`src/rtl/core/slos_pkg.sv`:
```
// slos_pkg: shared types and constants of the line-of-sight block.
// No dependencies; compiled first.
`timescale 1ns / 1ps

package slos_pkg;

   localparam int COORD_W = 14;
   localparam int CELLF_W = 6;
   localparam int TOL_W   = 4;

   localparam logic OP_WRITE = 1'b0;
   localparam logic OP_QUERY = 1'b1;

   typedef enum logic [3:0] {
      ST_CLEAR,
      ST_IDLE,
      ST_MUL_X,
      ST_MUL_Y,
      ST_PT_START,
      ST_WALK,
      ST_SIDE_A,
      ST_SIDE_B,
      ST_NEIGH,
      ST_PT_END,
      ST_FINISH
   } slos_state_type;

   typedef struct packed {
      logic load_x;
      logic load_y;
      logic step_x;
      logic step_y;
   } cross_cmd_type;

   typedef struct packed {
      logic x_first;
      logic y_first;
   } cross_stat_type;

endpackage

```
`src/rtl/core/slos_cross_unit.sv`:
```
// slos_cross_unit: shared multiplier and crossing comparator of the walk.
// Loads nx*|dy| and ny*|dx|, then adds one cell step per move. Uses slos_pkg.
`timescale 1ns / 1ps

module slos_cross_unit #(
   parameter int FRAC_BITS = 8,
   localparam int N_W = ((slos_pkg::COORD_W > FRAC_BITS) ? slos_pkg::COORD_W : FRAC_BITS) + 1
) (
   input  logic                         clock,
   input  slos_pkg::cross_cmd_type      cmd,
   input  logic [N_W-1:0]               gap_x,
   input  logic [N_W-1:0]               gap_y,
   input  logic [slos_pkg::COORD_W-1:0] adx,
   input  logic [slos_pkg::COORD_W-1:0] ady,
   output slos_pkg::cross_stat_type     stat
);
   import slos_pkg::*;

   localparam int PROD_W = N_W + COORD_W;

   logic [N_W-1:0]     mul_a;
   logic [COORD_W-1:0] mul_b;
   logic [PROD_W-1:0]  prod;
   logic [PROD_W-1:0]  inc_x;
   logic [PROD_W-1:0]  inc_y;
   logic [PROD_W-1:0]  lhs_ff, lhs_in;
   logic [PROD_W-1:0]  rhs_ff, rhs_in;

   assign mul_a = cmd.load_y ? gap_y : gap_x;
   assign mul_b = cmd.load_y ? adx : ady;
   assign prod  = PROD_W'(mul_a) * PROD_W'(mul_b);
   assign inc_x = PROD_W'(ady) << FRAC_BITS;
   assign inc_y = PROD_W'(adx) << FRAC_BITS;

   always_comb begin
      lhs_in = lhs_ff;
      rhs_in = rhs_ff;
      if (cmd.load_x) begin
         lhs_in = prod;
      end else if (cmd.step_x) begin
         lhs_in = lhs_ff + inc_x;
      end
      if (cmd.load_y) begin
         rhs_in = prod;
      end else if (cmd.step_y) begin
         rhs_in = rhs_ff + inc_y;
      end
   end

   always_ff @(posedge clock) begin
      lhs_ff <= lhs_in;
      rhs_ff <= rhs_in;
   end

   assign stat.x_first = lhs_ff < rhs_ff;
   assign stat.y_first = rhs_ff < lhs_ff;

endmodule

```
`config.mk`:
```
export PLATFORM = sky130hd
export DESIGN_NAME = slos_cross_unit
export DESIGN_NICKNAME = d
export VERILOG_FILES = /design/src/rtl/core/slos_pkg.sv /design/src/rtl/core/slos_cross_unit.sv
export SDC_FILE = /design/constraint.sdc
export NUM_CORES = 1
export LEC_CHECK = 0
export BUFFER_PORTS_ARGS = -buffer_cell sky130_fd_sc_hd__buf_4
export CORE_MARGIN = 2
export CORE_UTILIZATION = 65
export CTS_CLUSTER_SIZE = 20
export DETAILED_ROUTE_END_ITERATION = 10
export GPL_ROUTABILITY_DRIVEN = 0
export GPL_TIMING_DRIVEN = 0
export PLACE_DENSITY = 0.84
export SYNTH_ARGS = -nofsm -noshare
export SYNTH_HDL_FRONTEND = slang
export SYNTH_SLANG_ARGS = --single-unit
export TNS_END_PERCENT = 30
```
`constraint.sdc`:
```
create_clock -name clock -period 10.28 [get_ports clock]
set_input_delay 2.056 -clock clock [delete_from_list [all_inputs] [get_ports clock]]
set_output_delay 2.056 -clock clock [all_outputs]
set_load 0.005 [all_outputs]
```
==> flow_metrics.tcl, run 1 <==
set metrics [dict create \
    status "complete, no violations" \
    hold_buffers 0 \
    grt_pass1_wl_um 51400 \
    ff2ff_path_depth 11 \
    final_nets 1754 \
    first_global_vias 10100 \
    clock-sinks 58 \
    worst_pin_slew_ns 1.20 \
    r2r-end "lhs_ff[26]" \
    reg2reg_from "lhs_ff[8]" \
    dp_hpwl_um 26300 \
    wl_per_cell_um 19.9 \
    rsz0062_at_grt "false" \
    coreArea_um2 17900 \
    drv_cap 0 \
    synth_area_per_cell_um2 9.02 \
    wl_um 32300 \
    layout_min_cycle_time_ns 9.94 \
    portBuffers 63 \
    fp-row-count 49 \
    drc 0 \
    drive_gt1_share_pct 9.56 \
    drt_iter0_markers 843 \
    antenna_cells 0 \
    first_pass_iters 8 \
    path_max_fanout 10 \
    vias 9945 \
    yosysTopAreaCell "fa_1" \
    ant_nets 0 \
    viasPerCell 6.14 \
    cp-start-kind "primary input" \
    h-tree-depth 3 \
    drv_slew 0 \
    cp.required_ns 10.33 \
    cp-startpoint "cmd[2]" \
    arrival_ns 9.99 \
    ff2ff_setup_slack_ns 7.07 \
    slew_headroom_pct 17.7 \
    hp-class "flip-flop to flip-flop" \
    cts_buffers 9 \
    netlist_instances 1313 \
    dieArea_um2 19300 \
    finalSetupTns_ns 0 \
    synth_common_cells "inv_1, fa_1, ha_1" \
    synthesis.area_um2 11800 \
    start_util_pct 66.2 \
    yosysSeqAreaShare_pct 14.7 \
    grt_max_degree 22 \
    ys.warnings.count 0 \
    synth-edff-count 58 \
    cts_root_buffer "clkbuf_16" \
    antenna_found_initial 0 \
    path_delay_family "adder cells" \
    syn-num-nets 1681 \
    ys_ff_latch 58 \
    die_h_um 139 \
    setup_violations 0 \
    gr-total-overflow 0 \
    hold_slack_ns 0.684 \
    path_depth 26 \
    die_w_um 139 \
    fmax_mhz 101 \
    io_pins 65 \
    cp_slowest_stage_delay_ns 0.78 \
    crit_buf_inv 9 \
    hold_viol_final 0 \
    clk_latency_ns 0.33 \
    track_usage_pct 33.9 \
    ys_types 55 \
    synth_flop_cell "edfxtp_1" \
    synth.most_common_cell "inv_1" \
    synth_top_area_share_pct 26.2 \
    cts_tree "yes" \
    clock_skew_ns 0.00350 \
    syn_to_final_growth_pct 9.43 \
    period_share_pct 96.7 \
    critPathCapture "rhs_ff[24]" \
    clk_path_buf_depth 2 \
    path_class "primary input to flip-flop" \
    clkSlewWorstSetupHoldPaths_ns 0.05 \
    crit_path_end_kind "flip-flop" \
    synthTopCellsByArea "fa_1, ha_1, edfxtp_1" \
    async_flop_share_pct 0 \
    post-cts-setup-buffers 0 \
    crit_slowest_cell "buf_1" \
]
how the worst min path moves through the flow:
| stage | start | to | slack, ns | cells past startpoint |
|---|---|---|---|---|
| floorplan | rhs_ff[28] | rhs_ff[28] | 0.63 | 2 |
| global placement | rhs_ff[28] | rhs_ff[28] | 0.65 | 2 |
| detailed placement | rhs_ff[28] | rhs_ff[28] | 0.67 | 2 |
| CTS | rhs_ff[28] | rhs_ff[28] | 0.69 | 2 |
| global route | rhs_ff[28] | rhs_ff[28] | 0.72 | 2 |
| finish | rhs_ff[28] | rhs_ff[28] | 0.68 | 2 |
cell families (layout without fill, tap and decap cells):
kind of cell | count (synthesis) | in the layout | synth area share [%]
AO/OA/AOI/OAI | 196 | 196 | 10.8
XOR/XNOR | 56 | 56 | 4.14
adder cells (fa/ha/maj) | 305 | 305 | 42.0
buffers and inverters | 253 | 331 | 8.25
flip-flops | 58 | 58 | 14.7
multiplexers | 69 | 69 | 6.16
AND/OR/NAND/NOR | 376 | 376 | 13.9
per-layer routing:
layer  track usage [%]  part of all wire [%]  up-vias
met5                 0                     0        -
met4              14.8                   4.3        0
met3              6.39                   9.9       94
met2              56.3                    47      553
met1              43.6                    39     4834
li1                  -                     -     4464
cell usage in the layout (no fill, tap or decap), types with 6 or more instances in the layout:
cell,n
inv_1,222
fa_1,155
ha_1,150
nand2_1,145
nor2_1,129
buf_4,63
a21oi_1,59
edfxtp_1,58
mux2i_1,37
xnor2_1,37
o21ai_0,34
a21o_1,32
mux2_2,31
clkbuf_1,23
xor2_1,19
and2_1,16
nand3_1,15
nor3_1,14
nand2b_1,12
nand4_1,12
or3_1,9
o21a_1,9
clkbuf_16,9
or2_2,7
a31oi_1,7
o21ai_1,7
a211oi_1,6
and3_1,6
timing repair:
item / CTS / global route
setup endpoints to repair: 0 / 6
hold endpoints to repair: 0 / 0
gates resized for setup: 0 / 1
stage by stage:
step	worst slack (ns)	instance area (µm²)	instances	utilization (%)
2_1_floorplan	1.62	11800	1313	-
3_3_place_gp	0.0640	12600	1605	70.4
3_5_place_dp	-0.0821	12600	1605	70.4
4_1_cts	0.253	13000	1621	72.4
5_1_grt	0.0470	13000	1620	72.4
6_report	0.344	13000	1620	72.4
cell type report:
cell class,instances,area (µm²)
clock inverters,6,129
multi-input cells,1002,9130
repair buffers,63,473
plain buffers,30,140
well taps,229,287
flip-flops and latches,58,1740
clock buffers,10,229
fillers,1327,4940
inverters,222,833
worst reg2reg max path, cell delays in order (launching register included):
cell and delay (ns):
edfxtp_1 0.36, ha_1 0.17, inv_1 0.05, fa_1 0.38, nand2b_1 0.20, a21oi_1 0.32
o311a_1 0.24, o221ai_1 0.19, o21ai_1 0.38, or3b_1 0.40, xnor2_1 0.15, mux2i_1 0.09
registers in the layout, indices dropped and copies added (netlist names):
name and count:
lhs_ff 29, rhs_ff 29
Power of run 1 is left out: the tool's default activity adds up to more than one toggle a clock period on the data nets, which glitch-free logic cannot reach.
==> run 2: changes to the inputs <==
- CELL_PAD_IN_SITES_DETAIL_PLACEMENT: unset -> 0
- CELL_PAD_IN_SITES_GLOBAL_PLACEMENT: unset -> 1
- CORE_UTILIZATION: 65 -> 50
- PLACE_DENSITY: 0.84 -> unset
- PLACE_DENSITY_LB_ADDON: unset -> 0.1
==> flow_metrics.tcl, run 2 (synthesis results as in run 1) <==
set metrics [dict create \
    hp-class "flip-flop to flip-flop" \
    cp-start-kind "primary input" \
    gr-total-overflow 0 \
    crit_slowest_cell "mux2i_1" \
    fin_area_um2 13000 \
    layout_min_cycle_time_ns 9.95 \
    grt_pass1_wl_um 51500 \
    layout_common_cells "inv_1, fa_1, ha_1" \
    hold_viol_final 0 \
    hold_slack_ns 0.701 \
    drc 0 \
    setup_violations 0 \
    reg2reg_from "lhs_ff[8]" \
    ff2ff_setup_slack_ns 7.19 \
    grtUsageMet2_pct 46.5 \
    cts_root_buffer "clkbuf_16" \
    drt_iter0_markers 570 \
    io_pins 65 \
    cp_slowest_stage_delay_ns 0.81 \
    track_usage_pct 27.4 \
    fmax_mhz 101 \
    clk_path_buf_depth 2 \
    use_met3_pct 1.56 \
    worst_pin_slew_ns 1.36 \
    drv_cap 0 \
    critPathCapture "rhs_ff[28]" \
    die_h_um 158 \
    top_usage_layer "met2" \
    drive_gt1_share_pct 9.57 \
    fp-row-count 56 \
    path_max_fanout 10 \
    rsz0062_at_grt "false" \
    h-tree-depth 3 \
    dieArea_um2 24900 \
    coreArea_um2 23300 \
    first_global_vias 9468 \
    status "complete, no violations" \
    cts_buffers 9 \
    cp.required_ns 10.34 \
    grt_max_degree 22 \
    place_area_um2 12700 \
    final_cell_count_no_fill 1709 \
    first_pass_iters 4 \
    start_util_pct 50.8 \
    wl_um 32200 \
    die_w_um 158 \
    ant_nets 0 \
    dp.cells 1695 \
    arrival_ns 10.00 \
    dp_hpwl_um 27400 \
    vias 9200 \
    layout_commonest_cell "inv_1" \
    clock_skew_ns 0.00478 \
    viasPerCell 5.38 \
    antenna_cells 0 \
    crit_path_end_kind "flip-flop" \
    slew_headroom_pct 6.52 \
    place_ws_ns -0.131 \
    worst_slack_ns 0.335 \
    cp-startpoint "cmd[2]" \
    final_nets 1755 \
    wl_per_cell_um 18.8 \
    hold_buffers 0 \
    portBuffers 63 \
    reg.largest.list "lhs_ff: 29 flops, rhs_ff: 29 flops" \
    path_class "primary input to flip-flop" \
    clk_latency_ns 0.32 \
    antenna_found_initial 0 \
    r2r-end "lhs_ff[26]" \
    period_share_pct 96.7 \
    cts_tree "yes" \
    clock-sinks 58 \
    clkSlewWorstSetupHoldPaths_ns 0.05 \
    ff2ff_path_depth 11 \
    use_met1_pct 39.2 \
    syn_to_final_growth_pct 9.74 \
    drv_slew 0 \
]
[run 2: how the worst min path moves through the flow]
stage / from / end / slack (ns) / depth (start not counted)
after floorplan: rhs_ff[28] / rhs_ff[28] / 0.63 / 2
after global placement: rhs_ff[28] / rhs_ff[28] / 0.66 / 2
after detailed placement: rhs_ff[8] / rhs_ff[8] / 0.69 / 2
after CTS: rhs_ff[8] / rhs_ff[8] / 0.70 / 2
after global routing: rhs_ff[8] / rhs_ff[8] / 0.72 / 2
final: rhs_ff[8] / rhs_ff[8] / 0.70 / 2
[run 2: through the flow]
stage	utilization (%)	TNS, ns
finish	55.7	0
CTS	55.7	0
global route	55.7	0
detailed placement	54.5	-0.486
floorplan	-	0
global placement	54.5	-0.394
[run 2: timing repair]
action / CTS / global route
setup buffers: 0 / 0
resized for setup: 0 / 4
setup endpoints to repair: 0 / 4
[run 2: cell type report]
cell class | instances | area, µm²
fillers | 2189 | 10300
multi-input cells | 1002 | 9130
flip-flops and latches | 58 | 1740
inverters | 222 | 833
repair buffers | 63 | 473
well taps | 319 | 399
clock buffers | 9 | 225
plain buffers | 31 | 145
clock inverters | 5 | 47.5
[run 2: layer usage]
| layer | part of all wire [%] | wire (µm) | vias up |
|---|---|---|---|
| li1 | - | - | 4470 |
| met4 | 1.2 | 374 | 0 |
| met3 | 4.2 | 1360 | 28 |
| met1 | 47 | 15300 | 4466 |
| met5 | 0 | 0 | - |
| met2 | 47 | 15200 | 236 |
[run 2: worst max-delay path: cells and delay by family]
| family | cells | cell delay, ns |
|---|---|---|
| compound gates | 6 | 1.34 |
| fa+ha+maj | 7 | 3.33 |
| buf+inv | 9 | 1.87 |
| simple gates | 1 | 0.16 |
| mux | 2 | 0.94 |
| xor+xnor | 1 | 0.29 |
Power of run 2 is left out for the same reason.
