File: config.mk
export PLATFORM = sky130hd
export DESIGN_NAME = slos_seq_flat
export DESIGN_NICKNAME = d
export VERILOG_FILES = /design/src/rtl/core/slos_pkg.sv /design/src/rtl/core/slos_req_if.sv /design/src/rtl/core/slos_seq.sv /design/src/flat_wrapper.sv
export SDC_FILE = /design/constraint.sdc
export NUM_CORES = 1
export LEC_CHECK = 0
export ABC_CLOCK_PERIOD_IN_PS = 5800
export BUFFER_PORTS_ARGS = -buffer_cell sky130_fd_sc_hd__buf_2
export CORE_MARGIN = 5
export CORE_UTILIZATION = 50
export CTS_BUF_LIST = sky130_fd_sc_hd__clkbuf_4 sky130_fd_sc_hd__clkbuf_8
export DETAILED_ROUTE_END_ITERATION = 7
export PLACE_DENSITY = 0.8
export RECOVER_POWER = 25
export SYNTH_ARGS = -nofsm -noshare
export SYNTH_HDL_FRONTEND = slang
export SYNTH_SLANG_ARGS = --single-unit
File: constraint.sdc
create_clock -name clock -period 5.8 [get_ports clock]
set_input_delay 0.29 -clock clock [delete_from_list [all_inputs] [get_ports clock]]
set_output_delay 0.29 -clock clock [all_outputs]
set_load 0.1 [all_outputs]
File: src/rtl/core/slos_pkg.sv
// slos_pkg: shared types and constants of the line-of-sight block.
// No dependencies; compiled first.
`timescale 1ns / 1ps

package slos_pkg;

   localparam int COORD_W = 14;
   localparam int CELLF_W = 6;
   localparam int TOL_W   = 4;

   localparam logic OP_WRITE = 1'b0;
   localparam logic OP_QUERY = 1'b1;

   typedef enum logic [3:0] {
      ST_CLEAR,
      ST_IDLE,
      ST_MUL_X,
      ST_MUL_Y,
      ST_PT_START,
      ST_WALK,
      ST_SIDE_A,
      ST_SIDE_B,
      ST_NEIGH,
      ST_PT_END,
      ST_FINISH
   } slos_state_type;

   typedef struct packed {
      logic load_x;
      logic load_y;
      logic step_x;
      logic step_y;
   } cross_cmd_type;

   typedef struct packed {
      logic x_first;
      logic y_first;
   } cross_stat_type;

endpackage

File: src/rtl/core/slos_req_if.sv
// slos_req_if: request channel (map write or query word) with valid/ready.
// Depends on slos_pkg for field widths.
`timescale 1ns / 1ps

interface slos_req_if;
   logic                         valid;
   logic                         ready;
   logic                         operation;
   logic [slos_pkg::CELLF_W-1:0] cell_x;
   logic [slos_pkg::CELLF_W-1:0] cell_y;
   logic                         blocked;
   logic [slos_pkg::COORD_W-1:0] start_x;
   logic [slos_pkg::COORD_W-1:0] start_y;
   logic [slos_pkg::COORD_W-1:0] end_x;
   logic [slos_pkg::COORD_W-1:0] end_y;

   modport source (output valid, operation, cell_x, cell_y, blocked,
                   start_x, start_y, end_x, end_y, input ready);
   modport sink   (input valid, operation, cell_x, cell_y, blocked,
                   start_x, start_y, end_x, end_y, output ready);
endinterface

File: src/rtl/core/slos_seq.sv
// slos_seq: sequencer of the block: map clearing, writes, query setup,
// endpoint cells and supercover walk, at most one bitmap probe per cycle. Uses slos_pkg.
`timescale 1ns / 1ps

module slos_seq #(
   parameter int GRID_BITS = 6,
   parameter int FRAC_BITS = 8,
   localparam int ADDR_W = 2 * GRID_BITS,
   localparam int N_W = ((slos_pkg::COORD_W > FRAC_BITS) ? slos_pkg::COORD_W : FRAC_BITS) + 1
) (
   input  logic                         clock,
   input  logic                         reset,
   slos_req_if.sink                     req_bus,
   input  logic [slos_pkg::TOL_W-1:0]   tol,
   input  logic                         rsp_free,
   output logic                         done,
   output logic                         line_clear,
   output logic                         mem_wr_en,
   output logic [ADDR_W-1:0]            mem_addr,
   output logic                         mem_wr_data,
   input  logic                         mem_rd_data,
   output slos_pkg::cross_cmd_type      cross_cmd,
   input  slos_pkg::cross_stat_type     cross_stat,
   output logic [N_W-1:0]               gap_x,
   output logic [N_W-1:0]               gap_y,
   output logic [slos_pkg::COORD_W-1:0] adx,
   output logic [slos_pkg::COORD_W-1:0] ady
);
   import slos_pkg::*;

   localparam int CELL_W = (FRAC_BITS >= COORD_W) ? 1 : COORD_W - FRAC_BITS;
   localparam int PW     = ((CELL_W > GRID_BITS) ? CELL_W : GRID_BITS) + 2;
   localparam int FW     = FRAC_BITS + 1;
   localparam int FX_W   = FW + COORD_W;
   localparam int CMP_W  = (FW > TOL_W) ? FW : TOL_W;
   localparam logic [FW-1:0]        ONE_LSB  = FW'(1) << FRAC_BITS;
   localparam logic signed [PW-1:0] GRID_LIM = PW'(1 << GRID_BITS);
   localparam logic signed [1:0]    OFF_NEG  = -2'sd1;
   localparam logic signed [1:0]    OFF_POS  = 2'sd1;
   localparam logic signed [1:0]    OFF_ZERO = 2'sd0;

   function automatic logic [CELL_W-1:0] cell_of(input logic [COORD_W-1:0] v);
      logic [COORD_W-1:0] sh;
      sh = v >> FRAC_BITS;
      cell_of = sh[CELL_W-1:0];
   endfunction

   function automatic logic [FW-1:0] frac_of(input logic [COORD_W-1:0] v);
      logic [FX_W-1:0] wide;
      logic [FX_W-1:0] mask;
      wide = FX_W'(v);
      mask = (FX_W'(1) << FRAC_BITS) - FX_W'(1);
      frac_of = FW'(wide & mask);
   endfunction

   function automatic logic on_line(input logic [COORD_W-1:0] v,
                                    input logic [TOL_W-1:0] t);
      logic [FW-1:0] f;
      logic [FW-1:0] r;
      f = frac_of(v);
      r = ONE_LSB - f;
      on_line = (CMP_W'(f) <= CMP_W'(t)) || (CMP_W'(r) <= CMP_W'(t));
   endfunction

   function automatic logic [N_W-1:0] first_gap(input logic [COORD_W-1:0] v,
                                                input logic up);
      logic [FW-1:0] f;
      f = frac_of(v);
      first_gap = up ? N_W'(ONE_LSB - f) : N_W'(f);
   endfunction

   function automatic logic signed [PW-1:0] shift_c(input logic [CELL_W-1:0] c,
                                                    input logic signed [1:0] d);
      shift_c = $signed(PW'(c)) + PW'(d);
   endfunction

   slos_state_type state_ff, state_in;
   logic [1:0]        k_ff, k_in;
   logic [ADDR_W-1:0] clr_ff, clr_in;
   logic              hit_ff, hit_in;
   logic              live_ff, live_in;

   logic [CELL_W-1:0] x_ff, x_in, y_ff, y_in, ex_ff, ex_in, ey_ff, ey_in;
   logic              sxn_ff, sxn_in, sxm_ff, sxm_in, syn_ff, syn_in, sym_ff, sym_in;
   logic              hline_ff, hline_in, vline_ff, vline_in;
   logic              lax_ff, lax_in, lay_ff, lay_in, lbx_ff, lbx_in, lby_ff, lby_in;
   logic [N_W-1:0]     gapx_ff, gapx_in, gapy_ff, gapy_in;
   logic [COORD_W-1:0] adx_ff, adx_in, ady_ff, ady_in;

   logic accept, query_go;
   logic xa, ya, mv_x, mv_y, corner;
   logic [CELL_W-1:0] nxt_x, nxt_y;

   logic [CELL_W-1:0]     base_x, base_y;
   logic signed [1:0]     off_x, off_y;
   logic                  probe_en, probe_go;
   logic signed [PW-1:0]  px, py;
   logic [GRID_BITS-1:0]  wx, wy;

   assign accept   = req_bus.valid && req_bus.ready;
   assign query_go = accept && (req_bus.operation == OP_QUERY);
   assign wx       = GRID_BITS'(req_bus.cell_x);
   assign wy       = GRID_BITS'(req_bus.cell_y);

   // step decision of the walk
   always_comb begin
      xa     = sxn_ff && (x_ff != ex_ff);
      ya     = syn_ff && (y_ff != ey_ff);
      mv_x   = xa && (!ya || !cross_stat.y_first);
      mv_y   = ya && (!xa || !cross_stat.x_first);
      corner = mv_x && mv_y;
      nxt_x  = x_ff;
      nxt_y  = y_ff;
      if (mv_x) begin
         nxt_x = sxm_ff ? x_ff - CELL_W'(1) : x_ff + CELL_W'(1);
      end
      if (mv_y) begin
         nxt_y = sym_ff ? y_ff - CELL_W'(1) : y_ff + CELL_W'(1);
      end
   end

   // next state
   always_comb begin
      state_in = state_ff;
      unique case (state_ff)
         ST_CLEAR: begin
            if (clr_ff == '1) begin
               state_in = ST_IDLE;
            end
         end
         ST_IDLE: begin
            if (query_go) begin
               state_in = ST_MUL_X;
            end
         end
         ST_MUL_X:  state_in = ST_MUL_Y;
         ST_MUL_Y:  state_in = ST_PT_START;
         ST_PT_START: begin
            if (k_ff == 2'd3) begin
               state_in = (sxn_ff || syn_ff) ? ST_WALK : ST_FINISH;
            end
         end
         ST_WALK: begin
            if (!xa && !ya) begin
               state_in = ST_PT_END;
            end else if (corner) begin
               state_in = ST_SIDE_A;
            end else if (hline_ff || vline_ff) begin
               state_in = ST_NEIGH;
            end
         end
         ST_SIDE_A: state_in = ST_SIDE_B;
         ST_SIDE_B: state_in = ST_WALK;
         ST_NEIGH:  state_in = ST_WALK;
         ST_PT_END: begin
            if (k_ff == 2'd3) begin
               state_in = ST_FINISH;
            end
         end
         ST_FINISH: begin
            if (rsp_free) begin
               state_in = ST_IDLE;
            end
         end
         default: state_in = ST_CLEAR;
      endcase
   end

   // outputs: request ready, done, probe selection, memory port, shared unit commands
   always_comb begin
      req_bus.ready = 1'b0;
      cross_cmd     = '0;
      base_x        = x_ff;
      base_y        = y_ff;
      off_x         = OFF_ZERO;
      off_y         = OFF_ZERO;
      probe_en      = 1'b0;
      done          = 1'b0;
      unique case (state_ff)
         ST_IDLE: req_bus.ready = 1'b1;
         ST_MUL_X: cross_cmd.load_x = 1'b1;
         ST_MUL_Y: cross_cmd.load_y = 1'b1;
         ST_PT_START: begin
            off_x    = k_ff[0] ? OFF_NEG : OFF_ZERO;
            off_y    = k_ff[1] ? OFF_NEG : OFF_ZERO;
            probe_en = (!k_ff[0] || lax_ff) && (!k_ff[1] || lay_ff);
         end
         ST_PT_END: begin
            base_x   = ex_ff;
            base_y   = ey_ff;
            off_x    = k_ff[0] ? OFF_NEG : OFF_ZERO;
            off_y    = k_ff[1] ? OFF_NEG : OFF_ZERO;
            probe_en = (!k_ff[0] || lbx_ff) && (!k_ff[1] || lby_ff);
         end
         ST_WALK: begin
            base_x           = nxt_x;
            base_y           = nxt_y;
            probe_en         = xa || ya;
            cross_cmd.step_x = mv_x;
            cross_cmd.step_y = mv_y;
         end
         ST_SIDE_A: begin
            off_y    = sym_ff ? OFF_POS : OFF_NEG;
            probe_en = 1'b1;
         end
         ST_SIDE_B: begin
            off_x    = sxm_ff ? OFF_POS : OFF_NEG;
            probe_en = 1'b1;
         end
         ST_NEIGH: begin
            off_x    = hline_ff ? OFF_ZERO : OFF_NEG;
            off_y    = hline_ff ? OFF_NEG : OFF_ZERO;
            probe_en = 1'b1;
         end
         ST_FINISH: done = rsp_free;
         default: ;
      endcase

      px       = shift_c(base_x, off_x);
      py       = shift_c(base_y, off_y);
      probe_go = probe_en && !px[PW-1] && !py[PW-1] && (px < GRID_LIM) && (py < GRID_LIM);

      if (state_ff == ST_CLEAR) begin
         mem_wr_en   = 1'b1;
         mem_addr    = clr_ff;
         mem_wr_data = 1'b0;
      end else if (state_ff == ST_IDLE) begin
         mem_wr_en   = accept && (req_bus.operation == OP_WRITE) &&
                       ((req_bus.cell_x >> GRID_BITS) == '0) &&
                       ((req_bus.cell_y >> GRID_BITS) == '0);
         mem_addr    = {wy, wx};
         mem_wr_data = req_bus.blocked;
      end else begin
         mem_wr_en   = 1'b0;
         mem_addr    = {py[GRID_BITS-1:0], px[GRID_BITS-1:0]};
         mem_wr_data = 1'b0;
      end
   end

   assign line_clear = !(hit_ff || (live_ff && mem_rd_data));

   // next values of control and walk registers
   always_comb begin
      logic [COORD_W-1:0] dx, dy;
      logic               px_up, py_up, nzx, nzy;
      px_up = req_bus.end_x > req_bus.start_x;
      py_up = req_bus.end_y > req_bus.start_y;
      dx    = px_up ? req_bus.end_x - req_bus.start_x : req_bus.start_x - req_bus.end_x;
      dy    = py_up ? req_bus.end_y - req_bus.start_y : req_bus.start_y - req_bus.end_y;
      nzx   = dx > COORD_W'(tol);
      nzy   = dy > COORD_W'(tol);

      clr_in  = (state_ff == ST_CLEAR) ? clr_ff + ADDR_W'(1) : clr_ff;
      k_in    = ((state_ff == ST_PT_START) || (state_ff == ST_PT_END)) ? k_ff + 2'd1 : 2'd0;
      live_in = probe_go;
      hit_in  = query_go ? 1'b0 : (hit_ff || (live_ff && mem_rd_data));

      x_in = x_ff;   y_in = y_ff;   ex_in = ex_ff; ey_in = ey_ff;
      sxn_in = sxn_ff; sxm_in = sxm_ff; syn_in = syn_ff; sym_in = sym_ff;
      hline_in = hline_ff; vline_in = vline_ff;
      lax_in = lax_ff; lay_in = lay_ff; lbx_in = lbx_ff; lby_in = lby_ff;
      gapx_in = gapx_ff; gapy_in = gapy_ff; adx_in = adx_ff; ady_in = ady_ff;

      if (query_go) begin
         x_in     = cell_of(req_bus.start_x);
         y_in     = cell_of(req_bus.start_y);
         ex_in    = cell_of(req_bus.end_x);
         ey_in    = cell_of(req_bus.end_y);
         sxn_in   = nzx;
         sxm_in   = !px_up;
         syn_in   = nzy;
         sym_in   = !py_up;
         lax_in   = on_line(req_bus.start_x, tol);
         lay_in   = on_line(req_bus.start_y, tol);
         lbx_in   = on_line(req_bus.end_x, tol);
         lby_in   = on_line(req_bus.end_y, tol);
         hline_in = !nzy && on_line(req_bus.start_y, tol);
         vline_in = !nzx && on_line(req_bus.start_x, tol);
         gapx_in  = nzx ? first_gap(req_bus.start_x, px_up) : '0;
         gapy_in  = nzy ? first_gap(req_bus.start_y, py_up) : '0;
         adx_in   = dx;
         ady_in   = dy;
      end else if (state_ff == ST_WALK) begin
         x_in = nxt_x;
         y_in = nxt_y;
      end
   end

   always_ff @(posedge clock) begin
      if (reset) begin
         state_ff <= ST_CLEAR;
         clr_ff   <= '0;
         k_ff     <= 2'd0;
         hit_ff   <= 1'b0;
         live_ff  <= 1'b0;
      end else begin
         state_ff <= state_in;
         clr_ff   <= clr_in;
         k_ff     <= k_in;
         hit_ff   <= hit_in;
         live_ff  <= live_in;
      end
   end

   always_ff @(posedge clock) begin
      x_ff     <= x_in;
      y_ff     <= y_in;
      ex_ff    <= ex_in;
      ey_ff    <= ey_in;
      sxn_ff   <= sxn_in;
      sxm_ff   <= sxm_in;
      syn_ff   <= syn_in;
      sym_ff   <= sym_in;
      hline_ff <= hline_in;
      vline_ff <= vline_in;
      lax_ff   <= lax_in;
      lay_ff   <= lay_in;
      lbx_ff   <= lbx_in;
      lby_ff   <= lby_in;
      gapx_ff  <= gapx_in;
      gapy_ff  <= gapy_in;
      adx_ff   <= adx_in;
      ady_ff   <= ady_in;
   end

   assign gap_x = gapx_ff;
   assign gap_y = gapy_ff;
   assign adx   = adx_ff;
   assign ady   = ady_ff;

endmodule

File: src/flat_wrapper.sv
// flat-port wrapper written by rule: the top's interface ports become plain ports
module slos_seq_flat import slos_pkg::*;
#(
   parameter int GRID_BITS = 6,
   parameter int FRAC_BITS = 8,
   localparam int ADDR_W = 2 * GRID_BITS,
   localparam int N_W = ((slos_pkg::COORD_W > FRAC_BITS) ? slos_pkg::COORD_W : FRAC_BITS) + 1
)
  (clock, reset, tol, rsp_free, done, line_clear, mem_wr_en, mem_addr, mem_wr_data, mem_rd_data, cross_cmd, cross_stat, gap_x, gap_y, adx, ady, req_bus_valid, req_bus_operation, req_bus_cell_x, req_bus_cell_y, req_bus_blocked, req_bus_start_x, req_bus_start_y, req_bus_end_x, req_bus_end_y, req_bus_ready);
  slos_req_if req_bus_i ();
  input  logic clock;
  input  logic reset;
  input  logic [slos_pkg::TOL_W-1:0] tol;
  input  logic rsp_free;
  output logic done;
  output logic line_clear;
  output logic mem_wr_en;
  output logic [ADDR_W-1:0] mem_addr;
  output logic mem_wr_data;
  input  logic mem_rd_data;
  output slos_pkg::cross_cmd_type cross_cmd;
  input  slos_pkg::cross_stat_type cross_stat;
  output logic [N_W-1:0] gap_x;
  output logic [N_W-1:0] gap_y;
  output logic [slos_pkg::COORD_W-1:0] adx;
  output logic [slos_pkg::COORD_W-1:0] ady;
  input wire logic [$bits(req_bus_i.valid)-1:0] req_bus_valid;
  input wire logic [$bits(req_bus_i.operation)-1:0] req_bus_operation;
  input wire logic [$bits(req_bus_i.cell_x)-1:0] req_bus_cell_x;
  input wire logic [$bits(req_bus_i.cell_y)-1:0] req_bus_cell_y;
  input wire logic [$bits(req_bus_i.blocked)-1:0] req_bus_blocked;
  input wire logic [$bits(req_bus_i.start_x)-1:0] req_bus_start_x;
  input wire logic [$bits(req_bus_i.start_y)-1:0] req_bus_start_y;
  input wire logic [$bits(req_bus_i.end_x)-1:0] req_bus_end_x;
  input wire logic [$bits(req_bus_i.end_y)-1:0] req_bus_end_y;
  output wire logic [$bits(req_bus_i.ready)-1:0] req_bus_ready;
  assign req_bus_i.valid = req_bus_valid;
  assign req_bus_i.operation = req_bus_operation;
  assign req_bus_i.cell_x = req_bus_cell_x;
  assign req_bus_i.cell_y = req_bus_cell_y;
  assign req_bus_i.blocked = req_bus_blocked;
  assign req_bus_i.start_x = req_bus_start_x;
  assign req_bus_i.start_y = req_bus_start_y;
  assign req_bus_i.end_x = req_bus_end_x;
  assign req_bus_i.end_y = req_bus_end_y;
  assign req_bus_ready = req_bus_i.ready;
  slos_seq #(.GRID_BITS(GRID_BITS), .FRAC_BITS(FRAC_BITS)) u_core (.clock(clock), .reset(reset), .req_bus(req_bus_i), .tol(tol), .rsp_free(rsp_free), .done(done), .line_clear(line_clear), .mem_wr_en(mem_wr_en), .mem_addr(mem_addr), .mem_wr_data(mem_wr_data), .mem_rd_data(mem_rd_data), .cross_cmd(cross_cmd), .cross_stat(cross_stat), .gap_x(gap_x), .gap_y(gap_y), .adx(adx), .ady(ady));
endmodule
==> results.json <==
{
  "status": "finished, final reports clean",
  "fin_cells": 1507,
  "globalRouteTotalUtil_pct": 23.5,
  "worstSetupPathType": "flip-flop to output pin",
  "cts_hold_buf": 0,
  "nets": 1443,
  "antenna_found_initial": 1,
  "slew_headroom_pct": 7.08,
  "fin_skew_ps": 10.2,
  "dieArea_sq_mm": 0.0223,
  "htree_levels": 3,
  "register_area_sq_mm": 0.00280,
  "cts_sinks": 100,
  "grt_max_degree": 63,
  "power_density_mw_per_mm2": 208,
  "clk_latency_ps": 380,
  "syn_area_per_cell_sq_um": 8.68,
  "rsz0062_at_grt": "no",
  "globalplace.congestion": 0.982,
  "port_buffers": 147,
  "setup_tns_ps": 0,
  "setup-violations-final": 0,
  "min_period_over_period_pct": 86.8,
  "ys_seq_area_share_pct": 28.9,
  "clock.fmax_mhz": 199,
  "area_delta_synth_final_pct": 10.0,
  "post_cts_resized": 0,
  "endpoint_kind": "output pin",
  "postRouteAntennaNets": 0,
  "layout_min_cycle_time_ps": 5040,
  "post_cts_buffers": 0,
  "routedWlPerCell_um": 17.5,
  "slew_violations": 0,
  "total_power_w": 0.00222,
  "yosys.area.top_type_share_pct": 24.8,
  "cp.arrival_ps": 4750,
  "nFillCells": 1822,
  "critPathRequiredTime_ps": 5510,
  "fin_ws_ps": 765,
  "synth_cell_types": 82,
  "ys_ff_latch": 100,
  "ioPinCount": 160,
  "start_kind": "flip-flop",
  "drc": 0,
  "drt-vias-per-instance": 5.81,
  "syn_inst": 1118,
  "hold_viol_final": 0,
  "grt_pass1_wl_mm": 42.5,
  "cts_tree": "built",
  "first_iter_violations": 673,
  "tightest_slew_ps": 1380,
  "synth_top_cell_by_area": "edfxtp_1",
  "hpwl_mm": 20.5,
  "final_layout_size_suffix_gt1_share_pct": 10.4,
  "yosys-top-cells-count": "ha_1, inv_1, nor2_1",
  "place_inst": 1490,
  "multi_input_area_sq_mm": 0.00628,
  "clk_pin_slew_worst_paths_ps": 100,
  "cts_made_buffers": 9,
  "synthTopCellsByArea": "edfxtp_1, ha_1, a21oi_1",
  "synth-edff-count": 80,
  "cap_violations": 0,
  "worstHoldPathType": "input port to flip-flop",
  "core_area_sq_mm": 0.0193,
  "wirelength_mm": 26.3,
  "yosys_warnings": 0,
  "place_ws_ps": 878,
  "root_buffer": "clkbuf_8",
  "ir_drop_mv": 0.106,
  "path_max_fanout": 11,
  "ys_async_sr_fraction_pct": 0,
  "synth_area_sq_mm": 0.00970,
  "first_pass_iters": 6,
  "dieHeight_um": 149,
  "p_leak_nw": 4.64,
  "vias": 8759,
  "rows": 51,
  "initial_core_util_pct": 50.3,
  "overflow": 0,
  "cts_max_path_buffers": 2,
  "grt_pass1_vias": 8478,
  "final_util_pct": 55.4,
  "synth-main-ff-cell": "edfxtp_1",
  "die_w_um": 149,
  "yosysMostFrequentCell": "ha_1"
}
==> worst max-delay path, cell delays in order, from the launching register on <==
cell and delay, ps:
edfxtp_1 520, xnor2_1 190, nand4_1 120, o31a_1 350, nand2_1 120, nand2_1 300, a21o_1 340, a222oi_1 470
inv_1 90, ha_1 290, a21o_1 180, a21oi_1 200, o21ai_0 110, a21oi_1 230, xor2_1 110, nor2_1 120
a21oi_1 70, a21oi_2 130, buf_2 440
==> cells by family (layout without fill, tap and decap cells) <==
| family | after synthesis | in the layout | synth area share, % |
|---|---|---|---|
| other | 1 | 13 | 0.0387 |
| buffers and inverters | 158 | 270 | 7.00 |
| multiplexers | 22 | 22 | 2.28 |
| adder cells (fa/ha/maj) | 126 | 126 | 16.9 |
| AO/OA/AOI/OAI | 314 | 314 | 21.5 |
| XOR/XNOR | 76 | 76 | 6.86 |
| AND/OR/NAND/NOR | 321 | 321 | 16.5 |
| flip-flops | 100 | 100 | 28.9 |
==> layer usage <==
| layer | vias up | wire [um] | GRT usage [%] |
|---|---|---|---|
| met4 | 2 | 657 | 8.28 |
| met3 | 50 | 1850 | 3.37 |
| met5 | - | 7 | 0 |
| met2 | 364 | 12000 | 37.7 |
| met1 | 4064 | 11900 | 32.4 |
| li1 | 4279 | - | - |
==> state kept, by name (all words and copies together) (netlist names), 2 cells and up <==
signal	cells
u_core.y_ff	6
u_core.gap_y	9
u_core.x_ff	6
u_core.ady	14
u_core.gap_x	9
u_core.adx	14
u_core.k_ff	2
u_core.ex_ff	6
u_core.clr_ff	12
u_core.ey_ff	6
u_core.state_ff	4
==> stage by stage <==
step / instance area [sq um] / hold WS (ps)
final: 10700 / 149
after global routing: 10700 / 134
after CTS: 10700 / 84.3
after detailed placement: 10600 / 494
after global placement: 10600 / 478
after floorplan: 9750 / 378
==> power breakdown <==
part / switching (W) / internal, W / total (W)
Combinational: 0.000673 / 0.000298 / 0.000971
Clock: 0.000253 / 0.000163 / 0.000417
Sequential: 0.0000170 / 0.000816 / 0.000833
==> final cells by class <==
class                           instances  area share [%]
Inverter                              101            3.61
Timing Repair Buffer                  153            6.58
Multi-Input combinational cell        871            58.9
Sequential cell                       100            26.3
Clock inverter                          5           0.270
Tap cell                              265            3.11
Clock buffer                           11            1.30
Antenna cell                            1          0.0234
==> cells in the final DEF, fill, tap and decap left out, types with 24 or more instances in the layout <==
master	count
a21o_1	31
a21oi_1	86
a31oi_1	30
buf_2	87
clkbuf_1	61
edfxtp_1	80
ha_1	118
inv_1	95
nand2_1	67
nand4_1	24
nor2_1	90
nor3_1	24
o21ai_0	51
xnor2_1	47
xor2_1	29
==> final timing paths <==
check,end,slack [ps],depth (start not counted),startpoint
worst min register to register,u_core.k_ff[0],510,1,u_core.k_ff[0]
worst max-delay path,mem_addr[5],760,18,u_core.y_ff[0]
worst max register to register,u_core.live_ff,1560,16,u_core.y_ff[0]
worst min-delay path,u_core.ex_ff[4],150,1,req_bus_end_x[12]
No activity file was read; power rests on OpenSTA's default activity.
